===== src/rtl/assert_macros.svh =====
// Assertion macros shared by the timer queue RTL
`ifndef ASSERT_MACROS_SVH
`define ASSERT_MACROS_SVH

// Same-cycle implication, checked on every rising edge outside reset
`define SDTQ_ASSERT_IMPL(label, ante, cons, msg) \
  label: assert property (@(posedge clk) disable iff (!rst_n) (ante) |-> (cons)) \
    else $error(msg);

// Next-cycle implication, checked on every rising edge outside reset
`define SDTQ_ASSERT_NEXT(label, ante, cons, msg) \
  label: assert property (@(posedge clk) disable iff (!rst_n) (ante) |=> (cons)) \
    else $error(msg);

`endif


===== src/rtl/sdtq_pkg.sv =====
// Shared constants, codes and control/status types for the timer queue
package sdtq_pkg;

  localparam int DEPTH_DEF = 16;

  localparam int REQ_W  = 2;
  localparam int TID_W  = 4;
  localparam int TIME_W = 32;
  localparam int ST_W   = 3;
  localparam int MODE_W = 2;

  // Request codes
  localparam logic [REQ_W-1:0] REQ_ADD    = 2'd0;
  localparam logic [REQ_W-1:0] REQ_ADJUST = 2'd1;
  localparam logic [REQ_W-1:0] REQ_DELETE = 2'd2;
  localparam logic [REQ_W-1:0] REQ_TICK   = 2'd3;

  // Result status codes
  localparam logic [ST_W-1:0] ST_DONE    = 3'd0;
  localparam logic [ST_W-1:0] ST_ABSENT  = 3'd1;
  localparam logic [ST_W-1:0] ST_USED    = 3'd2;
  localparam logic [ST_W-1:0] ST_EXPIRED = 3'd3;
  localparam logic [ST_W-1:0] ST_NONE    = 3'd4;

  // Streaming pass over the ordered list
  localparam logic [MODE_W-1:0] MODE_IDLE    = 2'd0;
  localparam logic [MODE_W-1:0] MODE_UNLINK  = 2'd1;
  localparam logic [MODE_W-1:0] MODE_LINK    = 2'd2;
  localparam logic [MODE_W-1:0] MODE_COMPACT = 2'd3;

  // Commands from the controller to the datapath
  typedef struct packed {
    logic              load;
    logic [MODE_W-1:0] mode;
    logic              unlink_start;
    logic              link_start;
    logic              link_fin;
    logic              cnt_dec;
    logic              use_set;
    logic              use_clr;
    logic              tick_start;
    logic              rd_issue;
    logic              pop;
    logic              comp_start;
    logic              comp_fin;
    logic              emit;
    logic [ST_W-1:0]   emit_status;
    logic              emit_last;
  } cmd_t;

  // Status from the datapath to the controller
  typedef struct packed {
    logic is_tick;
    logic is_add;
    logic is_delete;
    logic id_ok;
    logic id_used;
    logic full;
    logic stream_done;
    logic scan_more;
    logic expire;
    logic pend;
    logic popped;
    logic out_free;
  } sts_t;

endpackage


===== src/rtl/sorted_deadline_timer_queue.sv =====
// Top level of the sorted deadline timer queue: controller, datapath and checks
//
//   channel   direction   handshake            payload
//   in_       request in  in_valid / in_stall  req_type, timer_id, deadline, now_time
//   out_      result out  out_valid / out_stall status, expired_id, last
//
// One request at a time: a delete unlinks, an add links, an adjust unlinks then links;
// a tick pops the expired head entries, then compacts the list to close the gap.
// Reset (rst_n low, synchronous) empties the queue and frees every slot.
// A stalled result holds the sequencer; the next request is taken only after
// the last result of the current one is in the result register.
module sorted_deadline_timer_queue #(
  parameter int DEPTH = sdtq_pkg::DEPTH_DEF
) (
  input  logic                        clk,
  input  logic                        rst_n,
  input  logic                        in_valid,
  output logic                        in_stall,
  input  logic [sdtq_pkg::REQ_W-1:0]  in_req_type,
  input  logic [sdtq_pkg::TID_W-1:0]  in_timer_id,
  input  logic [sdtq_pkg::TIME_W-1:0] in_deadline,
  input  logic [sdtq_pkg::TIME_W-1:0] in_now_time,
  output logic                        out_valid,
  input  logic                        out_stall,
  output logic [sdtq_pkg::ST_W-1:0]   out_status,
  output logic [sdtq_pkg::TID_W-1:0]  out_expired_id,
  output logic                        out_last
);
  import sdtq_pkg::*;

  `include "assert_macros.svh"

  cmd_t cmd;
  sts_t sts;

  sdtq_ctrl u_ctrl (
    .clk      (clk),
    .rst_n    (rst_n),
    .in_valid (in_valid),
    .in_stall (in_stall),
    .sts      (sts),
    .cmd      (cmd)
  );

  sdtq_dpath #(
    .DEPTH (DEPTH)
  ) u_dpath (
    .clk            (clk),
    .rst_n          (rst_n),
    .in_req_type    (in_req_type),
    .in_timer_id    (in_timer_id),
    .in_deadline    (in_deadline),
    .in_now_time    (in_now_time),
    .out_stall      (out_stall),
    .out_valid      (out_valid),
    .out_status     (out_status),
    .out_expired_id (out_expired_id),
    .out_last       (out_last),
    .cmd            (cmd),
    .sts            (sts)
  );

  // A result is only written into a free result register
  `SDTQ_ASSERT_IMPL(a_emit_free, cmd.emit, sts.out_free, "result written over a waiting result")
  // Linking never starts on a full list
  `SDTQ_ASSERT_IMPL(a_link_room, cmd.link_start, !sts.full, "link started on a full list")
  // Once a request is taken the sequencer is busy with it
  `SDTQ_ASSERT_NEXT(a_busy_after_req, in_valid && !in_stall, in_stall, "request not held off")

endmodule


===== src/rtl/sdtq_dpath.sv =====
// Datapath: request registers, ordered list memory, slot flags and result register
module sdtq_dpath #(
  parameter int DEPTH = sdtq_pkg::DEPTH_DEF
) (
  input  logic                        clk,
  input  logic                        rst_n,
  input  logic [sdtq_pkg::REQ_W-1:0]  in_req_type,
  input  logic [sdtq_pkg::TID_W-1:0]  in_timer_id,
  input  logic [sdtq_pkg::TIME_W-1:0] in_deadline,
  input  logic [sdtq_pkg::TIME_W-1:0] in_now_time,
  input  logic                        out_stall,
  output logic                        out_valid,
  output logic [sdtq_pkg::ST_W-1:0]   out_status,
  output logic [sdtq_pkg::TID_W-1:0]  out_expired_id,
  output logic                        out_last,
  input  sdtq_pkg::cmd_t              cmd,
  output sdtq_pkg::sts_t              sts
);
  import sdtq_pkg::*;

  localparam int AW = (DEPTH > 1) ? $clog2(DEPTH) : 1;
  localparam int CW = $clog2(DEPTH + 1);

  // Captured request
  logic [REQ_W-1:0]  req_type_r;
  logic [TID_W-1:0]  req_id_r;
  logic [TIME_W-1:0] req_dl_r;
  logic [TIME_W-1:0] req_now_r;

  // List bookkeeping
  logic [DEPTH-1:0]  in_use_r;
  logic [CW-1:0]     cnt_r;
  logic [CW-1:0]     ptr_r;
  logic [CW-1:0]     pop_r;
  logic              hit_r;

  // Registered read port
  logic              rd_vld_r;
  logic [AW-1:0]     rd_id_r;
  logic [TIME_W-1:0] rd_dl_r;
  logic [CW-1:0]     rd_tag_r;

  // Pending expired id, held until we know whether it is the last
  logic              pend_r;
  logic [AW-1:0]     pend_id_r;

  // Result register
  logic              out_valid_r;
  logic [ST_W-1:0]   out_status_r;
  logic [TID_W-1:0]  out_id_r;
  logic              out_last_r;

  // Ordered list storage: id and deadline per position
  logic [AW-1:0]     mem_id [DEPTH];
  logic [TIME_W-1:0] mem_dl [DEPTH];

  logic [AW-1:0]     idx;
  logic              issue;
  logic              rd_en;
  logic [CW-1:0]     rd_ptr;
  logic [AW-1:0]     rd_addr;
  logic              rd_later;
  logic              wr_en;
  logic [CW-1:0]     wr_pos;
  logic [AW-1:0]     wr_id;
  logic [TIME_W-1:0] wr_dl;
  logic              hit_nxt;

  assign idx      = AW'(req_id_r);
  assign rd_later = rd_dl_r > req_dl_r;

  // Read issue for the streaming passes
  always_comb begin
    case (cmd.mode)
      MODE_UNLINK:  issue = ptr_r < cnt_r;
      MODE_COMPACT: issue = ptr_r < cnt_r;
      MODE_LINK:    issue = (ptr_r != '0) && !hit_r;
      default:      issue = 1'b0;
    endcase
  end

  assign rd_en   = issue | cmd.rd_issue;
  assign rd_ptr  = (cmd.mode == MODE_LINK) ? ptr_r - CW'(1) : ptr_r;
  assign rd_addr = rd_ptr[AW-1:0];

  // Single write port: shifted entries or the newly linked timer
  always_comb begin
    wr_en   = 1'b0;
    wr_pos  = '0;
    wr_id   = idx;
    wr_dl   = req_dl_r;
    hit_nxt = hit_r;
    if (rd_vld_r) begin
      case (cmd.mode)
        MODE_UNLINK: begin
          if (hit_r) begin
            wr_en  = 1'b1;
            wr_pos = rd_tag_r - CW'(1);
            wr_id  = rd_id_r;
            wr_dl  = rd_dl_r;
          end else if (rd_id_r == idx) begin
            hit_nxt = 1'b1;
          end
        end
        MODE_LINK: begin
          if (!hit_r) begin
            wr_en  = 1'b1;
            wr_pos = rd_tag_r + CW'(1);
            if (rd_later) begin
              wr_id = rd_id_r;
              wr_dl = rd_dl_r;
            end else begin
              hit_nxt = 1'b1;
            end
          end
        end
        MODE_COMPACT: begin
          wr_en  = 1'b1;
          wr_pos = rd_tag_r - pop_r;
          wr_id  = rd_id_r;
          wr_dl  = rd_dl_r;
        end
        default: begin
          wr_en = 1'b0;
        end
      endcase
    end
    // No entry at or before the new timer's deadline was found: it goes to the head
    if (cmd.link_fin && !hit_r) begin
      wr_en  = 1'b1;
      wr_pos = '0;
    end
    // A new pass starts with no match
    if (cmd.unlink_start || cmd.tick_start || cmd.link_start) begin
      hit_nxt = 1'b0;
    end
  end

  // List memory
  always_ff @(posedge clk) begin
    if (wr_en) begin
      mem_id[wr_pos[AW-1:0]] <= wr_id;
      mem_dl[wr_pos[AW-1:0]] <= wr_dl;
    end
    if (rd_en) begin
      rd_id_r  <= mem_id[rd_addr];
      rd_dl_r  <= mem_dl[rd_addr];
      rd_tag_r <= rd_ptr;
    end
  end

  // Request capture
  always_ff @(posedge clk) begin
    if (cmd.load) begin
      req_type_r <= in_req_type;
      req_id_r   <= in_timer_id;
      req_dl_r   <= in_deadline;
      req_now_r  <= in_now_time;
    end
    if (cmd.pop) begin
      pend_id_r <= rd_id_r;
    end
    if (cmd.comp_start) begin
      pop_r <= ptr_r;
    end
  end

  // Control state of the datapath
  always_ff @(posedge clk) begin
    if (!rst_n) begin
      in_use_r <= '0;
      cnt_r    <= '0;
      ptr_r    <= '0;
      hit_r    <= 1'b0;
      rd_vld_r <= 1'b0;
      pend_r   <= 1'b0;
    end else begin
      rd_vld_r <= issue;
      hit_r    <= hit_nxt;

      if (cmd.unlink_start || cmd.tick_start) begin
        ptr_r <= '0;
      end else if (cmd.link_start) begin
        ptr_r <= cnt_r;
      end else if (issue && (cmd.mode == MODE_LINK)) begin
        ptr_r <= ptr_r - CW'(1);
      end else if (issue || cmd.pop) begin
        ptr_r <= ptr_r + CW'(1);
      end

      if (cmd.cnt_dec) begin
        cnt_r <= cnt_r - CW'(1);
      end else if (cmd.link_fin) begin
        cnt_r <= cnt_r + CW'(1);
      end else if (cmd.comp_fin) begin
        cnt_r <= cnt_r - pop_r;
      end

      if (cmd.use_set) begin
        in_use_r[idx] <= 1'b1;
      end else if (cmd.use_clr) begin
        in_use_r[idx] <= 1'b0;
      end else if (cmd.pop) begin
        in_use_r[rd_id_r] <= 1'b0;
      end

      if (cmd.tick_start) begin
        pend_r <= 1'b0;
      end else if (cmd.pop) begin
        pend_r <= 1'b1;
      end
    end
  end

  // Result register
  always_ff @(posedge clk) begin
    if (!rst_n) begin
      out_valid_r <= 1'b0;
    end else if (cmd.emit) begin
      out_valid_r <= 1'b1;
    end else if (!out_stall) begin
      out_valid_r <= 1'b0;
    end
  end

  always_ff @(posedge clk) begin
    if (cmd.emit) begin
      out_status_r <= cmd.emit_status;
      out_id_r     <= (cmd.emit_status == ST_EXPIRED) ? TID_W'(pend_id_r) : '0;
      out_last_r   <= cmd.emit_last;
    end
  end

  assign out_valid      = out_valid_r;
  assign out_status     = out_status_r;
  assign out_expired_id = out_id_r;
  assign out_last       = out_last_r;

  // Status back to the controller
  always_comb begin
    sts.is_tick     = req_type_r == REQ_TICK;
    sts.is_add      = req_type_r == REQ_ADD;
    sts.is_delete   = req_type_r == REQ_DELETE;
    sts.id_ok       = 32'(req_id_r) < 32'(DEPTH);
    sts.id_used     = in_use_r[idx];
    sts.full        = cnt_r == CW'(DEPTH);
    sts.stream_done = !issue && !rd_vld_r;
    sts.scan_more   = ptr_r < cnt_r;
    sts.expire      = rd_dl_r <= req_now_r;
    sts.pend        = pend_r;
    sts.popped      = ptr_r != '0;
    sts.out_free    = !out_valid_r || !out_stall;
  end

endmodule


===== src/rtl/sdtq_ctrl.sv =====
// Controller: sequences the list passes for each request and the result emission
module sdtq_ctrl (
  input  logic           clk,
  input  logic           rst_n,
  input  logic           in_valid,
  output logic           in_stall,
  input  sdtq_pkg::sts_t sts,
  output sdtq_pkg::cmd_t cmd
);
  import sdtq_pkg::*;

  localparam logic [3:0] S_IDLE      = 4'd0;
  localparam logic [3:0] S_DISPATCH  = 4'd1;
  localparam logic [3:0] S_UNLINK    = 4'd2;
  localparam logic [3:0] S_LINK_INIT = 4'd3;
  localparam logic [3:0] S_LINK      = 4'd4;
  localparam logic [3:0] S_RESP      = 4'd5;
  localparam logic [3:0] S_T_RD      = 4'd6;
  localparam logic [3:0] S_T_EV      = 4'd7;
  localparam logic [3:0] S_T_END     = 4'd8;
  localparam logic [3:0] S_COMPACT   = 4'd9;

  logic [3:0]      state_r, state_nxt;
  logic [ST_W-1:0] resp_r, resp_nxt;

  assign in_stall = state_r != S_IDLE;

  // Next state and commands
  always_comb begin
    state_nxt = state_r;
    resp_nxt  = resp_r;
    cmd       = '0;
    case (state_r)
      S_IDLE: begin
        if (in_valid) begin
          cmd.load  = 1'b1;
          state_nxt = S_DISPATCH;
        end
      end
      S_DISPATCH: begin
        if (sts.is_tick) begin
          cmd.tick_start = 1'b1;
          state_nxt      = S_T_RD;
        end else if (!sts.id_ok) begin
          resp_nxt  = ST_ABSENT;
          state_nxt = S_RESP;
        end else if (sts.is_add) begin
          if (sts.id_used) begin
            resp_nxt  = ST_USED;
            state_nxt = S_RESP;
          end else begin
            cmd.use_set = 1'b1;
            state_nxt   = S_LINK_INIT;
          end
        end else if (!sts.id_used) begin
          resp_nxt  = ST_ABSENT;
          state_nxt = S_RESP;
        end else begin
          cmd.unlink_start = 1'b1;
          cmd.use_clr      = sts.is_delete;
          state_nxt        = S_UNLINK;
        end
      end
      S_UNLINK: begin
        cmd.mode = MODE_UNLINK;
        if (sts.stream_done) begin
          cmd.cnt_dec = 1'b1;
          if (sts.is_delete) begin
            resp_nxt  = ST_DONE;
            state_nxt = S_RESP;
          end else begin
            state_nxt = S_LINK_INIT;
          end
        end
      end
      S_LINK_INIT: begin
        cmd.link_start = 1'b1;
        state_nxt      = S_LINK;
      end
      S_LINK: begin
        cmd.mode = MODE_LINK;
        if (sts.stream_done) begin
          cmd.link_fin = 1'b1;
          resp_nxt     = ST_DONE;
          state_nxt    = S_RESP;
        end
      end
      S_RESP: begin
        if (sts.out_free) begin
          cmd.emit        = 1'b1;
          cmd.emit_status = resp_r;
          cmd.emit_last   = 1'b1;
          state_nxt       = S_IDLE;
        end
      end
      // Tick: look at the head entries one at a time
      S_T_RD: begin
        if (sts.scan_more) begin
          cmd.rd_issue = 1'b1;
          state_nxt    = S_T_EV;
        end else begin
          state_nxt = S_T_END;
        end
      end
      S_T_EV: begin
        if (sts.expire) begin
          if (!sts.pend || sts.out_free) begin
            cmd.emit        = sts.pend;
            cmd.emit_status = ST_EXPIRED;
            cmd.pop         = 1'b1;
            state_nxt       = S_T_RD;
          end
        end else begin
          state_nxt = S_T_END;
        end
      end
      S_T_END: begin
        if (sts.out_free) begin
          cmd.emit        = 1'b1;
          cmd.emit_status = sts.pend ? ST_EXPIRED : ST_NONE;
          cmd.emit_last   = 1'b1;
          if (sts.popped) begin
            cmd.comp_start = 1'b1;
            state_nxt      = S_COMPACT;
          end else begin
            state_nxt = S_IDLE;
          end
        end
      end
      S_COMPACT: begin
        cmd.mode = MODE_COMPACT;
        if (sts.stream_done) begin
          cmd.comp_fin = 1'b1;
          state_nxt    = S_IDLE;
        end
      end
      default: begin
        state_nxt = S_IDLE;
      end
    endcase
  end

  always_ff @(posedge clk) begin
    if (!rst_n) begin
      state_r <= S_IDLE;
      resp_r  <= ST_DONE;
    end else begin
      state_r <= state_nxt;
      resp_r  <= resp_nxt;
    end
  end

endmodule


===== config.mk =====
export PLATFORM = sky130hd
export DESIGN_NAME = sorted_deadline_timer_queue
export DESIGN_NICKNAME = d
export VERILOG_FILES = /design/src/rtl/sdtq_pkg.sv /design/src/rtl/sorted_deadline_timer_queue.sv /design/src/rtl/sdtq_dpath.sv /design/src/rtl/sdtq_ctrl.sv
export VERILOG_INCLUDE_DIRS = /design/src /design/src/rtl
export SDC_FILE = /design/constraint.sdc
export NUM_CORES = 1
export LEC_CHECK = 0
export BUFFER_PORTS_ARGS = -buffer_cell sky130_fd_sc_hd__buf_2
export CAP_MARGIN = 20
export CORE_AREA = 2 2 173 344
export CTS_BUF_LIST = sky130_fd_sc_hd__clkbuf_16
export CTS_CLUSTER_DIAMETER = 150
export CTS_CLUSTER_SIZE = 40
export DETAILED_ROUTE_END_ITERATION = 10
export DIE_AREA = 0 0 175 346
export PLACE_DENSITY = 0.75
export SLEW_MARGIN = 10
export SYNTH_ARGS = -nofsm -noshare
export SYNTH_HDL_FRONTEND = slang
export SYNTH_SLANG_ARGS = --single-unit

===== constraint.sdc =====
create_clock -name clk -period 4.6 [get_ports clk]
set_input_delay 0.23 -clock clk [delete_from_list [all_inputs] [get_ports clk]]
set_output_delay 0.23 -clock clk [all_outputs]
set_load 0.01 [all_outputs]

==> results by group, run 1 <==
Outcome
  – Status: complete, no violations

Route
  – DR WL/cell: 27.5 microns
  – TritonRoute pass-1 iters: 6
  – Final wirelength: 79,000 microns
  – Drt initial violations: 2,264
  – Routed via count: 18,700
  – Final ANT Viol Nets: 0
  – # DRC: 0
  – Vias per cell: 6.53

Final layout
  – Area grow syn2layout: 11.3%
  – Fill cells: 4,007
  – Count of antenna diodes in the layout: 0
  – Share of layout cells above drive strength 1: 21.1%
  – Final nets: 2,259

Timing
  – Setup WS post-layout: 0.361 ns
  – Max Slew Vio Count: 0
  – Worst slew pin tran: 1.14 ns
  – Max Freq: 236 MHz
  – Normalized max-slew margin: 24.0%
  – Final Setup Violations: 0
  – Fin crit period: 4.24 ns
  – Crit share post-route: 92.2%
  – Final Hold Fails: 0
  – RSZ-0062 raised after global routing: false
  – Worst Clk Skew: 0.0380 ns

GRT
  – Vias in the first global route: 19,200
  – GR Util All Layers: 26.1%
  – GR Overflow Total: 0
  – Initial antenna violation count: 0
  – First-pass GRT wire length: 117,000 microns
  – Largest net degree at the start of global routing: 71

Yosys
  – Most used DFF post-synth: edfxtp_1
  – Number of synthesized flops with an enable pin: 703
  – Top post-synthesis cells by count: edfxtp_1 (703), mux4_2 (180), o21ai_0 (115)
  – Syn_area_per_cell: 16.8 sq um
  – Syn_nets: 2,072
  – Synth warn: 0
  – Largest cells by area after synthesis: edfxtp_1 (66%), mux4_2 (13%), ha_1 (3.5%), dfxtp_1 (2.3%), o21ai_0 (1.8%)
  – Distinct cells, synth: 73
  – Most numerous cell in the Yosys netlist: edfxtp_1
  – FF+latch count, synth: 739
  – Synth async-reset ratio: 0%
  – Synth top area share: 65.9%
  – Area of the mapped netlist: 0.0320 sq mm
  – Area leader, netlist: edfxtp_1
  – Syn Inst Count: 1,906
  – Seq/Total Area, Yosys: 68.2%

Worst setup path
  – Worst R2R Path Depth: 11
  – Worst-path maximum fanout: 45
  – Crit path required time: 4.86 ns
  – Reg-to-reg setup timing slack: 0.36 ns
  – FF-to-FF Start: u_ctrl.state_r[3]$_SDFFE_PN0P_
  – CP arrival: 4.50 ns
  – FF-to-FF End: u_dpath.mem_dl[15][17]$_DFFE_PP_
  – Startpoint Class: flop
  – Worst Setup End Kind: flop
  – Setup crit start: u_ctrl.state_r[3]$_SDFFE_PN0P_
  – Setup CP Type: reg2reg

Clock network
  – Num CTS Buffers: 22
  – Clock sinks: 739
  – CTS Root Cell: clkbuf_16
  – Later-pin clock latency in the skew report: 0.62 ns
  – CTS H-Tree Depth: 1
  – Clk buf depth: 3
  – TritonCTS clock tree: yes
  – Clk pin slew, worst setup/hold paths: 0.15 ns

Die
  – Core ar.: 0.0580 sq mm
  – # IOs: 84
  – Starting Density: 55.2%
  – Die area: 0.0606 sq mm
  – Die height: 346 microns
  – Row Count: 125
  – Die width: 175 microns

Pwr
  – PwrDens: 481 mW/mm^2
  – Leakage: 0.0120 uW
  – Highest ir drop seen on vdd: 0.407 mV
  – Final Power: 17,100 uW

Hold path
  – Worst hold start: rst_n
  – Worst Hold End: u_dpath.in_use_r[1]$_SDFFE_PN0P_
  – Hold Path Depth: 2
  – Min-Delay Path Class: in2reg

Placement
  – # port buffers: 83
  – GP Congestion: 0.928
  – Final HPWL from detailed placement: 49,500 microns
  – Place WS: 0.265 ns

Job
  – Max-cap violation count: 0
-- layout make-up --
class                           instances  area [sq um]  share of cell area (%)
Multi-Input combinational cell        975          9640                    27.0
Tap cell                              762           953                    2.67
Inverter                               91           344                   0.965
Timing Repair Buffer                  264          2220                    6.24
Clock inverter                         17          90.1                   0.253
Clock buffer                           23           576                    1.61
Sequential cell                       739         21800                    61.2
-- through the flow --
step / hold slack, ns / instance area (sq um) / util (%) / TNS (ns) / cells
5_1_grt: 0.0794 / 35700 / 61.5 / 0 / 2871
4_1_cts: 0.0415 / 35500 / 61.1 / 0 / 2849
2_1_floorplan: 0.329 / 32000 / - / -0.676 / 1906
3_3_place_gp: 0.407 / 34100 / 58.8 / 0 / 2738
6_report: 0.0901 / 35700 / 61.5 / 0 / 2871
3_5_place_dp: 0.408 / 34100 / 58.8 / 0 / 2738
-- registers in the layout, summed over array words and instances (netlist names), 3 cells and up --
name and flops:
u_dpath.rd_id_r 4, u_dpath.in_use_r 16, u_dpath.out_expired_id 4, u_dpath.req_now_r 32, u_dpath.ptr_r 5, u_dpath.mem_id 64, u_dpath.pend_id_r 4, u_dpath.pop_r 5
u_dpath.req_dl_r 32, u_dpath.mem_dl 512, u_dpath.rd_tag_r 4, u_dpath.idx 4, u_ctrl.state_r 4, u_dpath.out_status 3, u_dpath.rd_dl_r 32, u_dpath.cnt_r 5
-- where the power goes --
| group | internal (uW) | switching (uW) |
|---|---|---|
| sequential | 8210 | 338 |
| clock | 941 | 1880 |
| combinational | 2680 | 3090 |
| total | 11800 | 5310 |
-- per-layer routing --
layer / part of all wire [%] / routed length [microns] / up-vias / global-route usage [%]
met4: 5.6 / 4440 / 0 / 13.6
met5: 0 / 0 / - / 0
met2: 51 / 40500 / 1041 / 45.1
met3: 7.2 / 5710 / 249 / 2.56
met1: 36 / 28400 / 9481 / 32.7
li1: - / - / 7973 / -
-- layout by cell type, fill, tap and decap left out, types with 11 or more instances in the layout --
cell type | synthesis | final
nand4_1 | 19 | 19
a211oi_1 | 11 | 11
dlygate4sd3_1 | 0 | 71
clkbuf_4 | 0 | 14
nand2_1 | 101 | 100
inv_1 | 90 | 105
nor2_4 | 0 | 16
xnor2_1 | 13 | 11
mux4_2 | 180 | 180
buf_12 | 0 | 22
buf_4 | 0 | 73
nor2_1 | 85 | 68
edfxtp_1 | 703 | 703
a221oi_1 | 39 | 39
a21oi_1 | 82 | 81
ha_1 | 90 | 89
nor3_1 | 12 | 12
nand3_1 | 31 | 31
nor2b_1 | 19 | 19
clkbuf_16 | 0 | 23
a2bb2oi_1 | 36 | 34
dfxtp_1 | 36 | 33
buf_2 | 26 | 84
o21ai_0 | 115 | 115
-- critical path, cell delays in order, from the launching register on --
cell and delay [ns]:
dfxtp_2 0.41, nor2_1 0.30, a21oi_1 0.12, nor2_1 0.25, ha_2 0.25, buf_4 0.53, nor2b_1 0.36, a21oi_1 0.08
o22ai_1 0.32, nand3_1 0.47, nor2_4 0.24, buf_4 0.51
-- worst max-delay path by stage --
| stage | depth (start not counted) | endpoint |
|---|---|---|
| global placement | 18 | u_dpath.cnt_r[4]$_SDFFE_PN0P_ |
| floorplan | 13 | u_dpath.mem_dl[4][0]$_DFFE_PP_ |
| detailed placement | 20 | u_dpath.cnt_r[4]$_SDFFE_PN0P_ |
| finish | 11 | u_dpath.mem_dl[15][17]$_DFFE_PP_ |
| CTS | 20 | u_dpath.cnt_r[4]$_SDFFE_PN0P_ |
| global route | 20 | u_dpath.cnt_r[4]$_SDFFE_PN0P_ |
-- cells by family (layout without fill, tap and decap cells) --
| family | Yosys count | in the layout | synth area share, % |
|---|---|---|---|
| buf+inv | 192 | 395 | 2.39 |
| fa+ha+maj | 92 | 92 | 3.64 |
| compound gates | 357 | 357 | 7.33 |
| mux | 196 | 196 | 13.4 |
| xor+xnor | 21 | 21 | 0.598 |
| simple gates | 309 | 309 | 4.50 |
| flops | 739 | 739 | 68.2 |
-- timing repair --
action,4_1_cts,5_1_grt
setup buffers,0,0
resized for setup,0,4
hold endpoints to repair,72,0
endpoints found under the setup margin,0,1
hold buffers,71,0
No activity file was read; power rests on OpenSTA's default activity.
==> inputs of run 2 (changes only) <==
- HOLD_SLACK_MARGIN: default -> 0.15
==> run 2 against run 1 <==
Net effect: critical path depth is 3 higher; critical endpoint is now u_dpath.mem_dl[0][31]$_DFFE_PP_; global-route usage hardly changed; highest routed layer unchanged; hold slack better by 0.22 ns.
==> results by group, run 2 (synthesis results as in run 1) <==
Outcome
  – Status: complete, no violations

Timing
  – Worst Clk Skew: 0.0395 ns
  – Setup WS post-layout: 0.334 ns
  – Final Hold Fails: 0
  – Fin crit period: 4.27 ns
  – Max Slew Vio Count: 0
  – Sum Neg Setup Slack: 0 ns
  – Crit share post-route: 92.7%
  – Normalized max-slew margin: 25.5%
  – Worst slew pin tran: 1.11 ns
  – RSZ-0062 raised after global routing: false
  – Final Setup Violations: 0
  – Max Freq: 234 MHz

Route
  – DR WL/cell: 27.4 microns
  – Final ANT Viol Nets: 0
  – Routed via count: 18,800
  – Drt initial violations: 2,378
  – TritonRoute pass-1 iters: 6
  – Final wirelength: 78,800 microns
  – Vias per cell: 6.53
  – # DRC: 0

Hold path
  – Min-Delay Path Class: in2reg
  – Worst hold start: in_deadline[2]
  – Worst Hold End: u_dpath.req_dl_r[2]$_DFFE_PP_
  – Hold Path Depth: 2

Die
  – Die height: 346 microns
  – Die area: 0.0606 sq mm
  – Row Count: 125
  – Die width: 175 microns
  – Starting Density: 55.2%
  – # IOs: 84
  – Core ar.: 0.0580 sq mm

Pwr
  – Net switching fraction of the power: 30.9%
  – Comb pwr share: 33.6%
  – PwrDens: 480 mW/mm^2
  – Clock share of power: 16.4%
  – Leakage: 0.0120 uW
  – P_sw: 5290 uW
  – Sequential power share: 49.9%
  – Internal: 11,800 uW
  – Highest ir drop seen on vdd: 0.406 mV

Job
  – Max-cap violation count: 0

Placement
  – Dpl cells: 2,738
  – # port buffers: 83
  – Final HPWL from detailed placement: 49,500 microns
  – Place WS: 0.265 ns
  – GP Congestion: 0.928

Worst setup path
  – Family with the most delay on the worst path: compound AO/OA/AOI/OAI gates
  – Most frequent cell on the critical path: buf_4
  – Slowest stage cell, crit path: a2bb2oi_1
  – FF-to-FF Start: u_dpath.rd_dl_r[26]$_DFFE_PP_
  – Worst R2R Path Depth: 14
  – Startpoint Class: flop
  – FF-to-FF End: u_dpath.mem_dl[0][31]$_DFFE_PP_
  – CP arrival: 4.53 ns
  – Worst Setup End Kind: flop
  – Reg-to-reg setup timing slack: 0.33 ns
  – CP peak stage delay: 0.91 ns
  – Worst-path maximum fanout: 28
  – Crit path required time: 4.86 ns
  – Setup CP Type: reg2reg
  – Worst-path cell chain: ha_1 > nand4_1 > nor4_2 > buf_4 > nand3_1 > buf_4 > o21ai_0 > o21ai_0 > buf_4 > o21ai_4 > buf_12 > buf_4 > o21ai_0 > a2bb2oi_1
  – Crit path buffers/inverters: 5

Final layout
  – Number of flip-flops in the largest register: 512
  – Share of layout cells above drive strength 1: 21.0%
  – Area grow syn2layout: 11.4%
  – Most frequent cells in the layout: edfxtp_1 (703), mux4_2 (180), o21ai_0 (115), inv_1 (105), nand2_1 (100)
  – Commonest non-fill, non-tap cell in the layout: edfxtp_1
  – Non-filler instance count after layout: 2,873
  – Layout Utilization: 61.5%
  – Final nets: 2,261
  – Count of antenna diodes in the layout: 0

GRT
  – Largest net degree at the start of global routing: 71
  – GR Util All Layers: 26.1%
  – Initial antenna violation count: 0
  – GR Overflow Total: 0
  – Vias in the first global route: 19,200
  – First-pass GRT wire length: 117,000 microns

Clock network
  – Clk pin slew, worst setup/hold paths: 0.16 ns
  – Post-CTS Setup Bufs: 0
  – TritonCTS clock tree: yes
  – CTS H-Tree Depth: 1
  – Later-pin clock latency in the skew report: 0.62 ns
  – Num CTS Buffers: 22
  – Clk buf depth: 3
  – Clock sinks: 739
  – CTS Root Cell: clkbuf_16
run 2: cell count changes in the layout (fill, tap and decap cells not counted):
cell	delta
dlygate4sd3_1	+2
run 2: what timing repair did:
| action | in CTS | in global routing |
|---|---|---|
| gates resized for setup | 0 | 4 |
| endpoints found under the setup margin | 0 | 1 |
| hold buffers | 73 | 0 |
| hold endpoints to repair | 89 | 0 |
run 2: through the flow:
step | hold WS (ns) | cell area, sq um | power [uW]
finish | 0.306 | 35700 | 17100
global route | 0.289 | 35700 | 17800
CTS | 0.279 | 35500 | 17200
detailed placement | 0.408 | 34100 | 14400
global placement | 0.407 | 34100 | 14200
floorplan | 0.329 | 32000 | 12500
run 2: worst max path at each step:
stage	cells after the start	from	to	slack, ns
final	14	u_dpath.rd_dl_r[26]$_DFFE_PP_	u_dpath.mem_dl[0][31]$_DFFE_PP_	0.33
after floorplan	13	u_ctrl.state_r[2]$_SDFFE_PN0P_	u_dpath.mem_dl[4][0]$_DFFE_PP_	-0.005
after global routing	20	u_ctrl.state_r[3]$_SDFFE_PN0P_	u_dpath.cnt_r[4]$_SDFFE_PN0P_	0.05
after global placement	18	u_ctrl.state_r[3]$_SDFFE_PN0P_	u_dpath.cnt_r[4]$_SDFFE_PN0P_	0.35
after detailed placement	20	u_ctrl.state_r[3]$_SDFFE_PN0P_	u_dpath.cnt_r[4]$_SDFFE_PN0P_	0.26
after CTS	20	u_ctrl.state_r[3]$_SDFFE_PN0P_	u_dpath.cnt_r[4]$_SDFFE_PN0P_	0.23
run 2: final cells by class:
| type | instances | area [sq um] |
|---|---|---|
| multi-input combinational | 975 | 9640 |
| fill | 4005 | 22300 |
| inverter | 91 | 344 |
| clock inverter | 17 | 90.1 |
| tap | 762 | 953 |
| sequential | 739 | 21800 |
| timing repair buffer | 266 | 2240 |
| clock buffer | 23 | 576 |
run 2: routing by layer:
metal  routed length, microns  global-route usage, %  up-vias
met2                    40600                   45.2     1005
met3                     5420                   2.55      254
met5                        0                      0        -
li1                         -                      -     7980
met4                     4460                   13.6        0
met1                    28400                   32.7     9525
run 2: power by group through the flow:
stage	Sequential (uW)	Combinational, uW	Clock [uW]
global placement	8690	5490	0
detailed placement	8700	5660	0
floorplan	8510	4020	0
global route	8580	6200	3050
finish	8550	5760	2810
CTS	8550	5730	2880
